**config.mk**
```make
export PLATFORM = sky130hd
export DESIGN_NAME = auto_gain_exposure_control
export DESIGN_NICKNAME = d
export VERILOG_FILES = /design/src/rtl/agec_pkg.sv /design/src/rtl/agec_div.sv /design/src/rtl/agec_fifo.sv /design/src/rtl/agec_front.sv /design/src/rtl/agec_back.sv /design/src/rtl/auto_gain_exposure_control.sv
export SDC_FILE = /design/constraint.sdc
export NUM_CORES = 2
export LEC_CHECK = 0
export BUFFER_PORTS_ARGS = -buffer_cell sky130_fd_sc_hd__buf_2
export CAP_MARGIN = 20
export CORE_UTILIZATION = 25
export DETAILED_ROUTE_END_ITERATION = 7
export PLACE_DENSITY = 0.46
export SLEW_MARGIN = 25
export SYNTH_ARGS = -nofsm -noshare
export SYNTH_HDL_FRONTEND = slang
export SYNTH_SLANG_ARGS = --single-unit
export TNS_END_PERCENT = 5
```
**constraint.sdc**
```tcl
create_clock -name clk -period 11.2 [get_ports clk]
set_input_delay 3.36 -clock clk [delete_from_list [all_inputs] [get_ports clk]]
set_output_delay 3.36 -clock clk [all_outputs]
set_load 0.005 [all_outputs]
```
**src/rtl/agec_pkg.sv**
```systemverilog
// Package with types and constants of the auto gain and exposure controller.
package agec_pkg;

	localparam int SUM_W = 28;
	localparam int CNT_W = 21;
	localparam logic [CNT_W-1:0] MAX_SAMPLES = CNT_W'(1048576);
	localparam int DIV_W = 32;
	localparam int DIV_CNT_W = $clog2(DIV_W + 1);
	localparam int VAL_W = 36;
	localparam int LIM_W = 20;
	localparam int STEPS_W = 7;
	localparam int MULT_W = 9;

	// Configuration register indexes.
	typedef enum logic [2:0] {
		REG_EXPOSURE_MIN     = 3'd0,
		REG_EXPOSURE_MAX     = 3'd1,
		REG_EXPOSURE_DEFAULT = 3'd2,
		REG_EXPOSURE_STEP    = 3'd3,
		REG_GAIN_MIN         = 3'd4,
		REG_GAIN_MAX         = 3'd5,
		REG_GAIN_DEFAULT     = 3'd6,
		REG_GAIN_STEP        = 3'd7
	} agec_reg_t;

	typedef struct packed {
		logic [15:0] emin;
		logic [15:0] emax;
		logic [15:0] edef;
		logic [15:0] estp;
		logic [15:0] gmin;
		logic [15:0] gmax;
		logic [15:0] gdef;
		logic [15:0] gstp;
	} agec_cfg_t;

	// One finished frame as handed from the front to the back.
	typedef struct packed {
		logic [SUM_W-1:0] sum;
		logic [CNT_W-1:0] count;
		logic             enable;
		logic [7:0]       target;
		logic [15:0]      gain;
		logic [15:0]      expo;
	} agec_frame_t;

	typedef struct packed {
		logic [7:0]  average_luma;
		logic        settle_soon;
		logic        exposure_changed;
		logic        gain_changed;
		logic [15:0] new_exposure;
		logic [15:0] new_gain;
	} agec_result_t;

	typedef enum logic [3:0] {
		B_IDLE,
		B_AVG,
		B_TEN,
		B_SDIV,
		B_STEP,
		B_SELECT,
		B_RANGE,
		B_MUL1,
		B_MUL2,
		B_CLAMP,
		B_EMIT
	} agec_state_t;

	// Saturate a signed value to the 16-bit unsigned range.
	function automatic logic [15:0] sat16(input logic signed [VAL_W-1:0] v);
		logic [15:0] r;
		if (v < 0)
			r = 16'd0;
		else if (v > VAL_W'(65535))
			r = 16'hFFFF;
		else
			r = v[15:0];
		return r;
	endfunction

endpackage

```
**src/rtl/agec_div.sv**
```systemverilog
// Bit-serial signed divider that truncates toward zero.
module agec_div (
	input  logic                              clk,
	input  logic                              arst_n,
	input  logic                              start,
	input  logic signed [agec_pkg::DIV_W-1:0] dividend,
	input  logic signed [agec_pkg::DIV_W-1:0] divisor,
	output logic                              done,
	output logic signed [agec_pkg::DIV_W-1:0] quotient
);
	import agec_pkg::*;

	logic [DIV_CNT_W-1:0] cnt_q;
	logic                 neg_q;
	logic                 done_q;
	logic [DIV_W-1:0]     quo_q;
	logic [DIV_W-1:0]     den_q;
	logic [DIV_W:0]       rem_q;
	logic [DIV_W:0]       rem_sh;
	logic                 fits;

	// One quotient bit per cycle from the shifted remainder.
	always_comb begin
		rem_sh = {rem_q[DIV_W-1:0], quo_q[DIV_W-1]};
		fits = rem_sh >= {1'b0, den_q};
	end

	always_ff @(posedge clk or negedge arst_n) begin
		if (!arst_n) begin
			cnt_q <= '0;
			done_q <= 1'b0;
		end else begin
			done_q <= 1'b0;
			if (start) begin
				cnt_q <= DIV_CNT_W'(DIV_W);
			end else if (cnt_q != '0) begin
				cnt_q <= cnt_q - 1'b1;
				if (cnt_q == DIV_CNT_W'(1))
					done_q <= 1'b1;
			end
		end
	end

	always_ff @(posedge clk) begin
		if (start) begin
			neg_q <= dividend[DIV_W-1] ^ divisor[DIV_W-1];
			quo_q <= dividend[DIV_W-1] ? DIV_W'(-dividend) : DIV_W'(dividend);
			den_q <= divisor[DIV_W-1] ? DIV_W'(-divisor) : DIV_W'(divisor);
			rem_q <= '0;
		end else if (cnt_q != '0) begin
			rem_q <= fits ? rem_sh - {1'b0, den_q} : rem_sh;
			quo_q <= {quo_q[DIV_W-2:0], fits};
		end
	end

	assign done = done_q;
	assign quotient = neg_q ? -$signed(quo_q) : $signed(quo_q);

endmodule

```
**src/rtl/agec_fifo.sv**
```systemverilog
// Two-entry frame queue between the accumulating front and the control back.
module agec_fifo (
	input  logic                  clk,
	input  logic                  arst_n,
	input  logic                  push,
	input  agec_pkg::agec_frame_t wr_data,
	output logic                  full,
	input  logic                  pop,
	output logic                  empty,
	output agec_pkg::agec_frame_t rd_data
);
	import agec_pkg::*;

	agec_frame_t mem_q [2];
	logic        wr_ptr_q;
	logic        rd_ptr_q;
	logic [1:0]  fill_q;

	always_ff @(posedge clk or negedge arst_n) begin
		if (!arst_n) begin
			wr_ptr_q <= 1'b0;
			rd_ptr_q <= 1'b0;
			fill_q <= '0;
		end else begin
			if (push)
				wr_ptr_q <= ~wr_ptr_q;
			if (pop)
				rd_ptr_q <= ~rd_ptr_q;
			if (push && !pop)
				fill_q <= fill_q + 1'b1;
			else if (pop && !push)
				fill_q <= fill_q - 1'b1;
		end
	end

	always_ff @(posedge clk) begin
		if (push)
			mem_q[wr_ptr_q] <= wr_data;
	end

	assign full = fill_q == 2'd2;
	assign empty = fill_q == 2'd0;
	assign rd_data = mem_q[rd_ptr_q];

endmodule

```
**src/rtl/agec_front.sv**
```systemverilog
// Front end: sums window samples and queues a frame record at end of frame.
module agec_front (
	input  logic                  clk,
	input  logic                  arst_n,
	input  logic                  in_valid,
	output logic                  in_ready,
	input  logic                  kind,
	input  logic [7:0]            sample,
	input  logic                  enable,
	input  logic [7:0]            target,
	input  logic [15:0]           gain_now,
	input  logic [15:0]           exposure_now,
	output logic                  push,
	output agec_pkg::agec_frame_t frame,
	input  logic                  full
);
	import agec_pkg::*;

	logic [SUM_W-1:0] sum_q;
	logic [CNT_W-1:0] count_q;
	logic             accept;

	assign in_ready = !full;
	assign accept = in_valid && !full;
	assign push = accept && kind;

	always_comb begin
		frame.sum = sum_q;
		frame.count = count_q;
		frame.enable = enable;
		frame.target = target;
		frame.gain = gain_now;
		frame.expo = exposure_now;
	end

	// Accumulate until the sample limit; any end of frame clears the sums.
	always_ff @(posedge clk or negedge arst_n) begin
		if (!arst_n) begin
			sum_q <= '0;
			count_q <= '0;
		end else if (accept) begin
			if (kind) begin
				sum_q <= '0;
				count_q <= '0;
			end else if (count_q < MAX_SAMPLES) begin
				sum_q <= sum_q + SUM_W'(sample);
				count_q <= count_q + 1'b1;
			end
		end
	end

endmodule

```
**src/rtl/agec_back.sv**
```systemverilog
// Back end: mean, step count and knee-chain correction for one frame at a time.
module agec_back (
	input  logic                   clk,
	input  logic                   arst_n,
	input  agec_pkg::agec_cfg_t    cfg,
	input  logic                   empty,
	input  agec_pkg::agec_frame_t  frame,
	output logic                   pop,
	output logic                   out_valid,
	input  logic                   out_ready,
	output agec_pkg::agec_result_t out_data
);
	import agec_pkg::*;

	agec_state_t state_q, state_d;
	agec_frame_t frame_q;
	agec_result_t out_q;
	logic out_valid_q;
	logic issued_q;
	logic [7:0] avg_q;
	logic signed [DIV_W-1:0] t_q;
	logic signed [LIM_W-1:0] elow_q;
	logic signed [STEPS_W-1:0] steps_q;
	logic signed [STEPS_W-1:0] last_q;
	logic sel_expo_q;
	logic accel_q;
	logic signed [LIM_W-1:0] limit_q;
	logic signed [MULT_W-1:0] mult_q;
	logic signed [24:0] p1_q;
	logic signed [33:0] p2_q;
	logic signed [VAL_W-1:0] gain_v_q;
	logic signed [VAL_W-1:0] expo_v_q;

	logic div_start, div_done, div_wait;
	logic signed [DIV_W-1:0] div_a, div_b, quo;
	logic [15:0] estp, gstp, stp, lo, hi;
	logic signed [LIM_W-1:0] expo_s, gain_s, edef_s, gdef_s, emin_s, emax_s, gmin_s, gmax_s;
	logic signed [STEPS_W-1:0] raw_steps, new_steps;
	logic signed [DIV_W-1:0] s_cl;
	logic signed [34:0] s_prod;
	logic [STEPS_W-1:0] mag;
	logic signed [16:0] ten_diff;
	logic [15:0] ten_mag;
	logic [31:0] ten_prod;
	logic signed [DIV_W-1:0] ten_quo;
	logic signed [8:0] step_diff;
	logic [7:0] step_mag;
	logic [17:0] step_prod;
	logic signed [VAL_W-1:0] cur, moved, clamped;
	logic found, f_expo, f_accel;
	logic signed [LIM_W-1:0] f_limit;
	logic emit_ok;

	agec_div u_div (
		.clk      (clk),
		.arst_n   (arst_n),
		.start    (div_start),
		.dividend (div_a),
		.divisor  (div_b),
		.done     (div_done),
		.quotient (quo)
	);

	// Step registers of zero act as one; values widened for signed compares.
	always_comb begin
		estp = (cfg.estp == '0) ? 16'd1 : cfg.estp;
		gstp = (cfg.gstp == '0) ? 16'd1 : cfg.gstp;
		stp = sel_expo_q ? estp : gstp;
		lo = sel_expo_q ? cfg.emin : cfg.gmin;
		hi = sel_expo_q ? cfg.emax : cfg.gmax;
		expo_s = LIM_W'(expo_v_q);
		gain_s = LIM_W'(gain_v_q);
		edef_s = $signed({4'b0, cfg.edef});
		gdef_s = $signed({4'b0, cfg.gdef});
		emin_s = $signed({4'b0, cfg.emin});
		emax_s = $signed({4'b0, cfg.emax});
		gmin_s = $signed({4'b0, cfg.gmin});
		gmax_s = $signed({4'b0, cfg.gmax});
		emit_ok = !out_valid_q || out_ready;
	end

	// Derived values. Division by ten and by six uses reciprocal multiplication
	// on the magnitude, which is exact over these operand ranges.
	always_comb begin
		ten_diff = $signed({1'b0, cfg.emax}) - $signed({1'b0, cfg.emin});
		ten_mag = ten_diff[16] ? 16'(-ten_diff) : ten_diff[15:0];
		ten_prod = 32'(ten_mag) * 32'd52429;
		ten_quo = ten_diff[16] ? -$signed(DIV_W'(ten_prod[31:19])) :
			$signed(DIV_W'(ten_prod[31:19]));
		step_diff = $signed({1'b0, frame_q.target}) - $signed({1'b0, avg_q});
		step_mag = step_diff[8] ? 8'(-step_diff) : step_diff[7:0];
		step_prod = 18'(step_mag) * 18'd171;
		raw_steps = step_diff[8] ? -$signed(STEPS_W'(step_prod[17:10])) :
			$signed(STEPS_W'(step_prod[17:10]));
		if ((raw_steps > 0 && last_q < 0) || (raw_steps < 0 && last_q > 0))
			new_steps = (raw_steps + $signed(STEPS_W'(raw_steps < 0))) >>> 1;
		else
			new_steps = raw_steps;
		s_cl = (quo > DIV_W'(10)) ? DIV_W'(10) : quo;
		s_prod = $signed(s_cl[16:0]) * $signed({1'b0, estp});
		mag = steps_q < 0 ? STEPS_W'(-steps_q) : steps_q;
	end

	// Knee priority chain: only the first stage with room moves.
	always_comb begin
		found = 1'b1;
		f_expo = 1'b1;
		f_accel = 1'b1;
		f_limit = edef_s;
		if (steps_q < 0) begin
			if (expo_s > edef_s) begin
				f_limit = edef_s;
			end else if (gain_s > gdef_s) begin
				f_expo = 1'b0;
				f_limit = gdef_s;
			end else if (expo_s > elow_q) begin
				f_limit = elow_q;
			end else if (gain_s > gmin_s) begin
				f_expo = 1'b0;
				f_limit = gmin_s;
			end else if (expo_s > emin_s) begin
				f_limit = emin_s;
				f_accel = 1'b0;
			end else begin
				found = 1'b0;
			end
		end else if (steps_q > 0) begin
			if (expo_s < elow_q) begin
				f_limit = elow_q;
				f_accel = 1'b0;
			end else if (gain_s < gdef_s) begin
				f_expo = 1'b0;
				f_limit = gdef_s;
			end else if (expo_s < edef_s) begin
				f_limit = edef_s;
			end else if (gain_s < gmax_s) begin
				f_expo = 1'b0;
				f_limit = gmax_s;
			end else if (expo_s < emax_s) begin
				f_limit = emax_s;
			end else begin
				found = 1'b0;
			end
		end else begin
			found = 1'b0;
		end
	end

	// Move and clamp at the stage limit.
	always_comb begin
		cur = sel_expo_q ? expo_v_q : gain_v_q;
		moved = cur + VAL_W'(p2_q);
		clamped = moved;
		if (steps_q > 0) begin
			if (moved > VAL_W'(limit_q))
				clamped = VAL_W'(limit_q);
		end else if (moved < VAL_W'(limit_q)) begin
			clamped = VAL_W'(limit_q);
		end
	end

	// Next state.
	always_comb begin
		state_d = state_q;
		unique case (state_q)
			B_IDLE: if (!empty) state_d = frame.enable ? B_AVG : B_IDLE;
			B_AVG: if (frame_q.count == '0 || div_done) state_d = B_TEN;
			B_TEN: state_d = B_SDIV;
			B_SDIV: if (div_done) state_d = B_STEP;
			B_STEP: state_d = B_SELECT;
			B_SELECT: state_d = found ? B_RANGE : B_EMIT;
			B_RANGE: if (div_done) state_d = B_MUL1;
			B_MUL1: state_d = B_MUL2;
			B_MUL2: state_d = B_CLAMP;
			B_CLAMP: state_d = B_EMIT;
			B_EMIT: if (emit_ok) state_d = B_IDLE;
			default: state_d = B_IDLE;
		endcase
	end

	// Outputs of the sequencer: queue pop and divider operands.
	always_comb begin
		pop = 1'b0;
		div_wait = 1'b0;
		div_a = '0;
		div_b = DIV_W'(1);
		unique case (state_q)
			B_IDLE: pop = !empty;
			B_AVG: begin
				div_wait = frame_q.count != '0;
				div_a = DIV_W'(frame_q.sum);
				div_b = DIV_W'(frame_q.count);
			end
			B_SDIV: begin
				div_wait = 1'b1;
				div_a = t_q;
				div_b = DIV_W'(estp);
			end
			B_RANGE: begin
				div_wait = 1'b1;
				div_a = DIV_W'($signed({1'b0, hi}) - $signed({1'b0, lo}));
				div_b = DIV_W'(stp);
			end
			default: div_wait = 1'b0;
		endcase
		div_start = div_wait && !issued_q;
	end

	always_ff @(posedge clk or negedge arst_n) begin
		if (!arst_n) begin
			state_q <= B_IDLE;
			issued_q <= 1'b0;
			last_q <= '0;
			out_valid_q <= 1'b0;
		end else begin
			state_q <= state_d;
			if (div_start)
				issued_q <= 1'b1;
			else if (div_done)
				issued_q <= 1'b0;
			if (state_q == B_IDLE && !empty && !frame.enable)
				last_q <= '0;
			if (state_q == B_CLAMP)
				last_q <= steps_q;
			if (out_valid_q && out_ready)
				out_valid_q <= 1'b0;
			if (state_q == B_EMIT && emit_ok)
				out_valid_q <= 1'b1;
		end
	end

	// Datapath registers.
	always_ff @(posedge clk) begin
		unique case (state_q)
			B_IDLE: frame_q <= frame;
			B_AVG: avg_q <= (frame_q.count == '0) ? 8'd0 : quo[7:0];
			B_TEN: t_q <= ten_quo;
			B_SDIV: elow_q <= LIM_W'(s_prod + 35'(cfg.emin));
			B_STEP: begin
				steps_q <= new_steps;
				gain_v_q <= VAL_W'(frame_q.gain);
				expo_v_q <= VAL_W'(frame_q.expo);
			end
			B_SELECT: begin
				sel_expo_q <= f_expo;
				accel_q <= f_accel;
				limit_q <= f_limit;
				if (!found)
					steps_q <= '0;
			end
			B_RANGE: begin
				if (accel_q && mag >= STEPS_W'(3) && quo > DIV_W'(256))
					mult_q <= $signed({1'b0, quo[15:8]});
				else if (accel_q && quo > DIV_W'(1024))
					mult_q <= $signed({3'b0, quo[15:10]});
				else
					mult_q <= MULT_W'(1);
			end
			B_MUL1: p1_q <= steps_q * $signed({2'b0, stp});
			B_MUL2: p2_q <= p1_q * mult_q;
			B_CLAMP: begin
				if (sel_expo_q)
					expo_v_q <= clamped;
				else
					gain_v_q <= clamped;
			end
			B_EMIT: begin
				if (emit_ok) begin
					out_q.new_gain <= sat16(gain_v_q);
					out_q.new_exposure <= sat16(expo_v_q);
					out_q.gain_changed <= sat16(gain_v_q) != frame_q.gain;
					out_q.exposure_changed <= sat16(expo_v_q) != frame_q.expo;
					out_q.settle_soon <= steps_q != '0;
					out_q.average_luma <= avg_q;
				end
			end
			default: ;
		endcase
	end

	assign out_valid = out_valid_q;
	assign out_data = out_q;

endmodule

```
**src/rtl/auto_gain_exposure_control.sv**
```systemverilog
// Top level of the auto gain and exposure controller.
// Words are taken one per cycle; all input stalls while the two-frame queue is full.
// An end-of-frame word's result needs up to three passes through the 32-bit serial
// divider (for the mean, the low exposure knee and the step range); the back end
// takes a new frame only once it has emitted the result of the last one.
// Reset (arst_n low) clears accumulators, correction history and queue, and sets config to defaults.
module auto_gain_exposure_control (
	input  logic        clk,
	input  logic        arst_n,
	input  logic        s_axis_tvalid,
	output logic        s_axis_tready,
	// sample[7:0], enable[8], target[16:9], gain_now[32:17], exposure_now[48:33]
	input  logic [55:0] s_axis_tdata,
	// kind[0]
	input  logic        s_axis_tuser,
	output logic        m_axis_tvalid,
	input  logic        m_axis_tready,
	// new_gain[15:0], new_exposure[31:16], gain_changed[32], exposure_changed[33],
	// settle_soon[34], average_luma[42:35]
	output logic [47:0] m_axis_tdata,
	input  logic        cfg_valid,
	output logic        cfg_ready,
	input  logic [2:0]  cfg_index,
	input  logic [15:0] cfg_data
);
	import agec_pkg::*;

	agec_cfg_t    cfg_q;
	agec_frame_t  push_frame, pop_frame;
	agec_result_t result;
	logic         push, full, pop, empty;

	// Configuration registers.
	assign cfg_ready = 1'b1;
	always_ff @(posedge clk or negedge arst_n) begin
		if (!arst_n) begin
			cfg_q.emin <= 16'd0;
			cfg_q.emax <= 16'hFFFF;
			cfg_q.edef <= 16'h8000;
			cfg_q.estp <= 16'd1;
			cfg_q.gmin <= 16'd0;
			cfg_q.gmax <= 16'hFFFF;
			cfg_q.gdef <= 16'h8000;
			cfg_q.gstp <= 16'd1;
		end else if (cfg_valid) begin
			unique case (agec_reg_t'(cfg_index))
				REG_EXPOSURE_MIN: cfg_q.emin <= cfg_data;
				REG_EXPOSURE_MAX: cfg_q.emax <= cfg_data;
				REG_EXPOSURE_DEFAULT: cfg_q.edef <= cfg_data;
				REG_EXPOSURE_STEP: cfg_q.estp <= cfg_data;
				REG_GAIN_MIN: cfg_q.gmin <= cfg_data;
				REG_GAIN_MAX: cfg_q.gmax <= cfg_data;
				REG_GAIN_DEFAULT: cfg_q.gdef <= cfg_data;
				REG_GAIN_STEP: cfg_q.gstp <= cfg_data;
				default: ;
			endcase
		end
	end

	agec_front u_front (
		.clk          (clk),
		.arst_n       (arst_n),
		.in_valid     (s_axis_tvalid),
		.in_ready     (s_axis_tready),
		.kind         (s_axis_tuser),
		.sample       (s_axis_tdata[7:0]),
		.enable       (s_axis_tdata[8]),
		.target       (s_axis_tdata[16:9]),
		.gain_now     (s_axis_tdata[32:17]),
		.exposure_now (s_axis_tdata[48:33]),
		.push         (push),
		.frame        (push_frame),
		.full         (full)
	);

	agec_fifo u_fifo (
		.clk     (clk),
		.arst_n  (arst_n),
		.push    (push),
		.wr_data (push_frame),
		.full    (full),
		.pop     (pop),
		.empty   (empty),
		.rd_data (pop_frame)
	);

	agec_back u_back (
		.clk       (clk),
		.arst_n    (arst_n),
		.cfg       (cfg_q),
		.empty     (empty),
		.frame     (pop_frame),
		.pop       (pop),
		.out_valid (m_axis_tvalid),
		.out_ready (m_axis_tready),
		.out_data  (result)
	);

	assign m_axis_tdata = {5'b0, result};

endmodule

```
Word-level counts from Yosys, hierarchy flattened --
Memory sizes are Yosys's and may differ from the RTL's. Cells that the tools add are included. W data, S select, Z words.
Storage, ports and cells: register bits 657, RAM bits 180, bits of input ports 81, output and inout bits 51, logic and storage cells 301, memories kept 1
Operators by class: add/subtract/negate cells 20, multiply operators 5, order comparisons 28, eq/ne operators 29, multiplexer cells 111, bitwise gates (word level) 3, reductions and logical operators 56
Memories:
- u_fifo.mem_q | words 2, width 90, rd ports 1, clocked after memory_dff 0, write ports 1, RTL line agec_fifo.sv:14 | agec_frame_t mem_q [2];
Operators by type and width (number):
- $mux W16 | 16
- $mux W36 | 6
- $mux W20 | 10
- $mux W32 | 5
- $pmux W36 S2 | 2
- $pmux W32 S3 | 1
- $gt A20 B17 Y1 | 4
- $lt A20 B17 Y1 | 4
- $gt A36 B17 Y1 const B | 2
- $lt A36 B1 Y1 const B | 2
- $neg A32 Y32 | 2
- $pmux W21 S3 | 1
- $mux W28 | 2
- $pmux W4 S11 | 1
- $mux W21 | 2
- $mux W7 | 6
- $mux W1 | 41
- $add A36 B34 Y36 | 1
- $gt A36 B20 Y1 | 1
- $lt A36 B20 Y1 | 1
- $sub A16 B16 Y17 | 2
- $ge A33 B32 Y1 | 1
- $mul A24 B9 Y33 | 1
- $gt A32 B10 Y1 const B | 1
- other kinds (65) | 137

Logic depth before layout (Yosys ltp) --
depth in word-level cells 11, mapped depth 42, gate-level depth less buffers 42

Hierarchy --
Synthesis repeated with hierarchy kept, for this count alone.
Second synthesis, totals: cells, all modules 6686, area total of the unflattened synthesis 68868.6 um2
By module, submodules not included:
- agec_back | instances 1, cells each 4896, area an instance 46455.8 um2, seq. area each 10865.4 um2
- agec_div | instances 1, cells each 866, area an instance 7567.3 um2, seq. area each 2767.7 um2
- agec_fifo | instances 1, cells each 296, area an instance 6740.2 um2, seq. area each 5505.3 um2
- auto_gain_exposure_control | instances 1, cells each 287, area an instance 5012.3 um2, seq. area each 3248.1 um2
- agec_front | instances 1, cells each 341, area an instance 3093.0 um2, seq. area each 1226.2 um2

Worst setup path after synthesis --
OpenSTA, ideal clock, no wires.
kind reg-to-reg, start point reg cfg_q[96] (netlist name), end point reg u_back.t_q[12] (data pin), setup time 0.271 ns, data arrival time 9.908 ns, required time 10.929 ns, path slack 1.022 ns, stages on the path, launching flop included 42, path buffers 1, period minus slack after synthesis 10.178 ns, path through dfstp_2 -> inv_1 -> ha_1 -> fa_1 -> nand2b_1 -> nand2_1 -> a21oi_1 -> xnor2_1 -> nor2_1 -> nand4_1 -> or3_1 -> or3_1 -> or4_1 -> o41ai_1 -> xnor2_1 -> xnor2_1 -> ha_1 -> ha_1 -> [6 not listed] -> fa_1 -> inv_1 -> ha_1 -> and4_1 -> and2_1 -> and3_1 -> and4_1 -> o211ai_1 -> a21oi_1 -> o21ai_1 -> a21oi_1 -> a21o_1 -> a311oi_1 -> xnor2_1 -> clkbuf_1 -> ha_1 -> nor2_1 -> a21oi_1
Between the ends: longest elaborated chain between the ends 6
Ends and longest elaborated chain:
- start: declaration | RTL line auto_gain_exposure_control.sv:28 | agec_cfg_t cfg_q;
- $sub A16 B16 Y17 * | RTL line agec_back.sv:85 | ten_diff = $signed({1'b0, cfg.emax}) - $signed({1'b0, cfg.emin});
- $neg A16 Y16 | RTL line agec_back.sv:86 | ten_mag = ten_diff[16] ? 16'(-ten_diff) : ten_diff[15:0];
- $mux W16 | RTL line agec_back.sv:86
- $mul A16 B16 Y32 | RTL line agec_back.sv:87 | ten_prod = 32'(ten_mag) * 32'd52429;
- $neg A13 Y32 | RTL line agec_back.sv:88 | ten_quo = ten_diff[16] ? -$signed(DIV_W'(ten_prod[31:19])) :
- $mux W13 * | RTL line agec_back.sv:88
- via u_back.ten_quo[12] | RTL line agec_back.sv:45 | logic signed [DIV_W-1:0] ten_quo;
- end signal: assignment | RTL line agec_back.sv:237 | B_TEN: t_q <= ten_quo;
- end: declaration | RTL line agec_back.sv:21 | logic signed [DIV_W-1:0] t_q;
Mark *: on every way through the listed nets, which the timed path passes. The rest lies on a longest branch. A chain may end at the register's enable or synchronous reset.

Worst setup path in the final report --
start point reg cfg_q[96] (netlist name), end point reg u_back.t_q[12] (data pin)
Between the ends: longest elaborated chain between the ends 6
Ends and longest elaborated chain:
- $sub A16 B16 Y17 * | RTL line agec_back.sv:85
- $neg A16 Y16 | RTL line agec_back.sv:86
- $mux W16 * | RTL line agec_back.sv:86
- $mul A16 B16 Y32 * | RTL line agec_back.sv:87
- via u_back.ten_prod[19] | RTL line agec_back.sv:44 | logic [31:0] ten_prod;
- $neg A13 Y32 * | RTL line agec_back.sv:88
- $mux W13 * | RTL line agec_back.sv:88
- via u_back.ten_quo[12] | RTL line agec_back.sv:45
Marks and branches as above.

==> metrics.txt <==
outcome=completed; Worst Tran Pin Value=1.09 ns; clock sink total=818; ys flop type=edfxtp_1; largest net degree at the start of global routing=143; synthesized cell area=0.0665 mm2; Reg clk slew, reported paths=~0.060 ns; final setup violation count=0; row cnt=188; WL final=approximately 210 mm; core area=0.263 mm2; H-tree levels=3; Pre-antenna DRT Iters=6; crit start category=flop; vias in the first global route=~50000; drt drc=0; Syn Area/Cell=approximately 10 um2; fin nets=7797; share of layout cells above drive strength 1=10.3%; leading cell type in the layout, fill and taps excluded=inv_1; Top Ports=132; CP required=~12 ns; Yosys reg bits=818; via count=48000; FF-to-FF setup slack=roughly 0.59 ns; insertion delay to the later sink of the worst-skew pair=0.77 ns; vias per cell=4.68; sequential area share after synthesis=35.0%; post-route ant nets=0; Top delay family on crit path=adder cells; CTS tree=yes; Final period util=a little over nine tenths; Port Buf Inserts=between 100 and 150; CTS Hold Bufs=0; Die W=518 um; Worst Setup End Kind=flop; first-pass GRT wire length=315 mm; max-cap violations=0; GRT overflow=0; Chip Height=518 um; wire per inst=20.2 um; CP max FO=5; Root Buffer=clkbuf_16; CTS Buf Count=96; Starting Density=25.2%; Area Overhead vs Synth=12.6%; Hold Vio Cnt, Final=0; HPWL Detailed=159 mm; YS warnings=0; Worst Setup Path Type=reg2reg; max incr delay on CP=approximately 0.57 ns; commonest non-fill, non-tap cells in the layout=877 x inv_1, 625 x ha_1, 585 x edfxtp_1, 544 x nand2_1, 463 x fa_1; slowest stage cell, crit path=dfstp_2; count of cell types in the netlist=87; filler cell count=27700; Total Routing Usage GR=15.3%; Max Freq=94.3 MHz; GPL Wtd Cong=0.906; violation count after the first detailed-route iteration=3075; Synth async-reset ratio=24.6%; Slew Limit Headroom=between 20% and 30%; worst path arrival time=11.07 ns; EDFF count, synth=585; full die area=between 0.2 and 0.3 mm2; antenna violations before repair=18; HP Class=reg2reg; Cells after Synth=6532; Tmin final=roughly 11 ns; clock skew=0.0549 ns; Buf+Inv Stages, Crit Path=7; RSZ-0062 raised after global routing=no; CTS Buffer Depth=3; Final Max Slew Viols=0; Sum Neg Setup Slack=0 ns
[stage by stage]
step                util (%)  cells  hold slack, ns  worst slack, ns  area (um2)
floorplan                  -   6536           0.426             1.02       66500
CTS                     28.4  10200           0.472            0.358       74700
global route            28.4  10200           0.508          0.00155       74900
finish                  28.4  10200           0.471            0.591       74900
global placement        27.1  10000           0.453            0.364       71500
detailed placement      27.1  10000           0.464            0.373       71500
[state kept, by name (all words and copies together), names as in the netlist, 8 cells and up]
| register | flops |
|---|---|
| u_back.u_div.quo_q | 32 |
| u_back.t_q | 25 |
| u_back.elow_q | 20 |
| u_back.u_div.den_q | 21 |
| u_back.p1_q | 24 |
| u_back.frame_q | 89 |
| u_front.count_q | 21 |
| u_fifo.mem_q | 180 |
| u_back.out_data | 43 |
| u_back.p2_q | 33 |
| cfg_q | 128 |
| u_back.mult_q | 8 |
| u_back.expo_v_q | 36 |
| u_back.limit_q | 20 |
| u_back.gain_v_q | 36 |
| u_back.avg_q | 8 |
| u_back.u_div.rem_q | 32 |
| u_front.sum_q | 28 |
[logic make-up after synthesis]
family | after synthesis | synth area share (%)
buffers and inverters | 1110 | 6.32
other | 2 | 0.0113
AOI/OAI and AO/OA | 1150 | 11.0
DFF | 818 | 35.0
xor gates and xnor gates | 371 | 4.89
adders and majority gates | 1088 | 25.7
and+or+nand+nor | 1718 | 12.5
muxes | 275 | 4.53
[synth_stat cells (11+ instances only)]
cell	number	area share (%)
o221ai_1	19	0.25
edfxtp_1	585	26
nand3_1	69	0.52
or3_1	31	0.29
nor2_1	396	2.2
o311ai_0	21	0.28
dfrtp_1	165	6.2
clkbuf_1	198	1.1
o31ai_1	17	0.19
a211oi_1	49	0.55
nor3_1	98	0.74
o21a_1	41	0.46
and2_1	224	2.1
nor4_1	49	0.46
o21bai_1	27	0.30
a31oi_1	39	0.37
fa_1	463	14
nor2b_1	74	0.70
a21oi_1	337	2.5
xnor2_1	210	2.8
or2_2	16	0.15
a22o_1	11	0.14
a22oi_1	25	0.28
nand2b_1	69	0.65
dfxtp_1	32	0.96
o41ai_1	12	0.16
or4_1	15	0.17
and3_1	26	0.24
ha_1	625	12
a21o_1	121	1.4
o211ai_1	33	0.37
nand4_1	48	0.45
buf_1	21	0.12
mux2i_1	68	1.0
mux2_2	207	3.5
dfstp_2	36	1.4
xor2_1	161	2.1
nand2_1	544	3.1
inv_1	877	5.0
a221oi_1	29	0.38
o21ai_0	273	2.1
[layer usage]
metal | GRT usage, % | part of all wire [%] | routed length (um)
met5 | 0 | 0.025 | 51
met3 | 2.09 | 4.5 | 9310
met4 | 4.31 | 2.6 | 5270
met1 | 19.8 | 45 | 92000
met2 | 26.5 | 48 | 99800
[path summary, 6_finish.rpt]
check	from	endpoint	depth (start not counted)
min in group asynchronous	arst_n	u_fifo.rd_ptr_q	1
worst max-delay path	cfg_q[96]	u_back.t_q[12]	42
worst min register to register	u_back.issued_q	u_back.issued_q	1
worst max register to register	cfg_q[96]	u_back.t_q[12]	42
max in group asynchronous	arst_n	cfg_q[24]	2
worst min-delay path	u_back.issued_q	u_back.issued_q	1
[cell type report]
cell class | count | area, um2 | area share, %
inverters | 880 | 3300 | 4.41
well taps | 3515 | 4400 | 5.87
diodes | 13 | 32.5 | 0.0434
repair buffers | 224 | 1460 | 1.95
flip-flops and latches | 818 | 23300 | 31.1
multi-input cells | 4608 | 39200 | 52.3
clock inverters | 54 | 561 | 0.749
clock buffers | 127 | 2670 | 3.57
[timing repair]
item                       in CTS  in global routing
setup endpoints to repair       0                  8
buffers inserted                0                  1
hold endpoints to repair        0                  0
gates resized for setup         0                  3
Power is not shown: default switching activity piles up to over one toggle a cycle in this logic, so the estimate is an artifact.
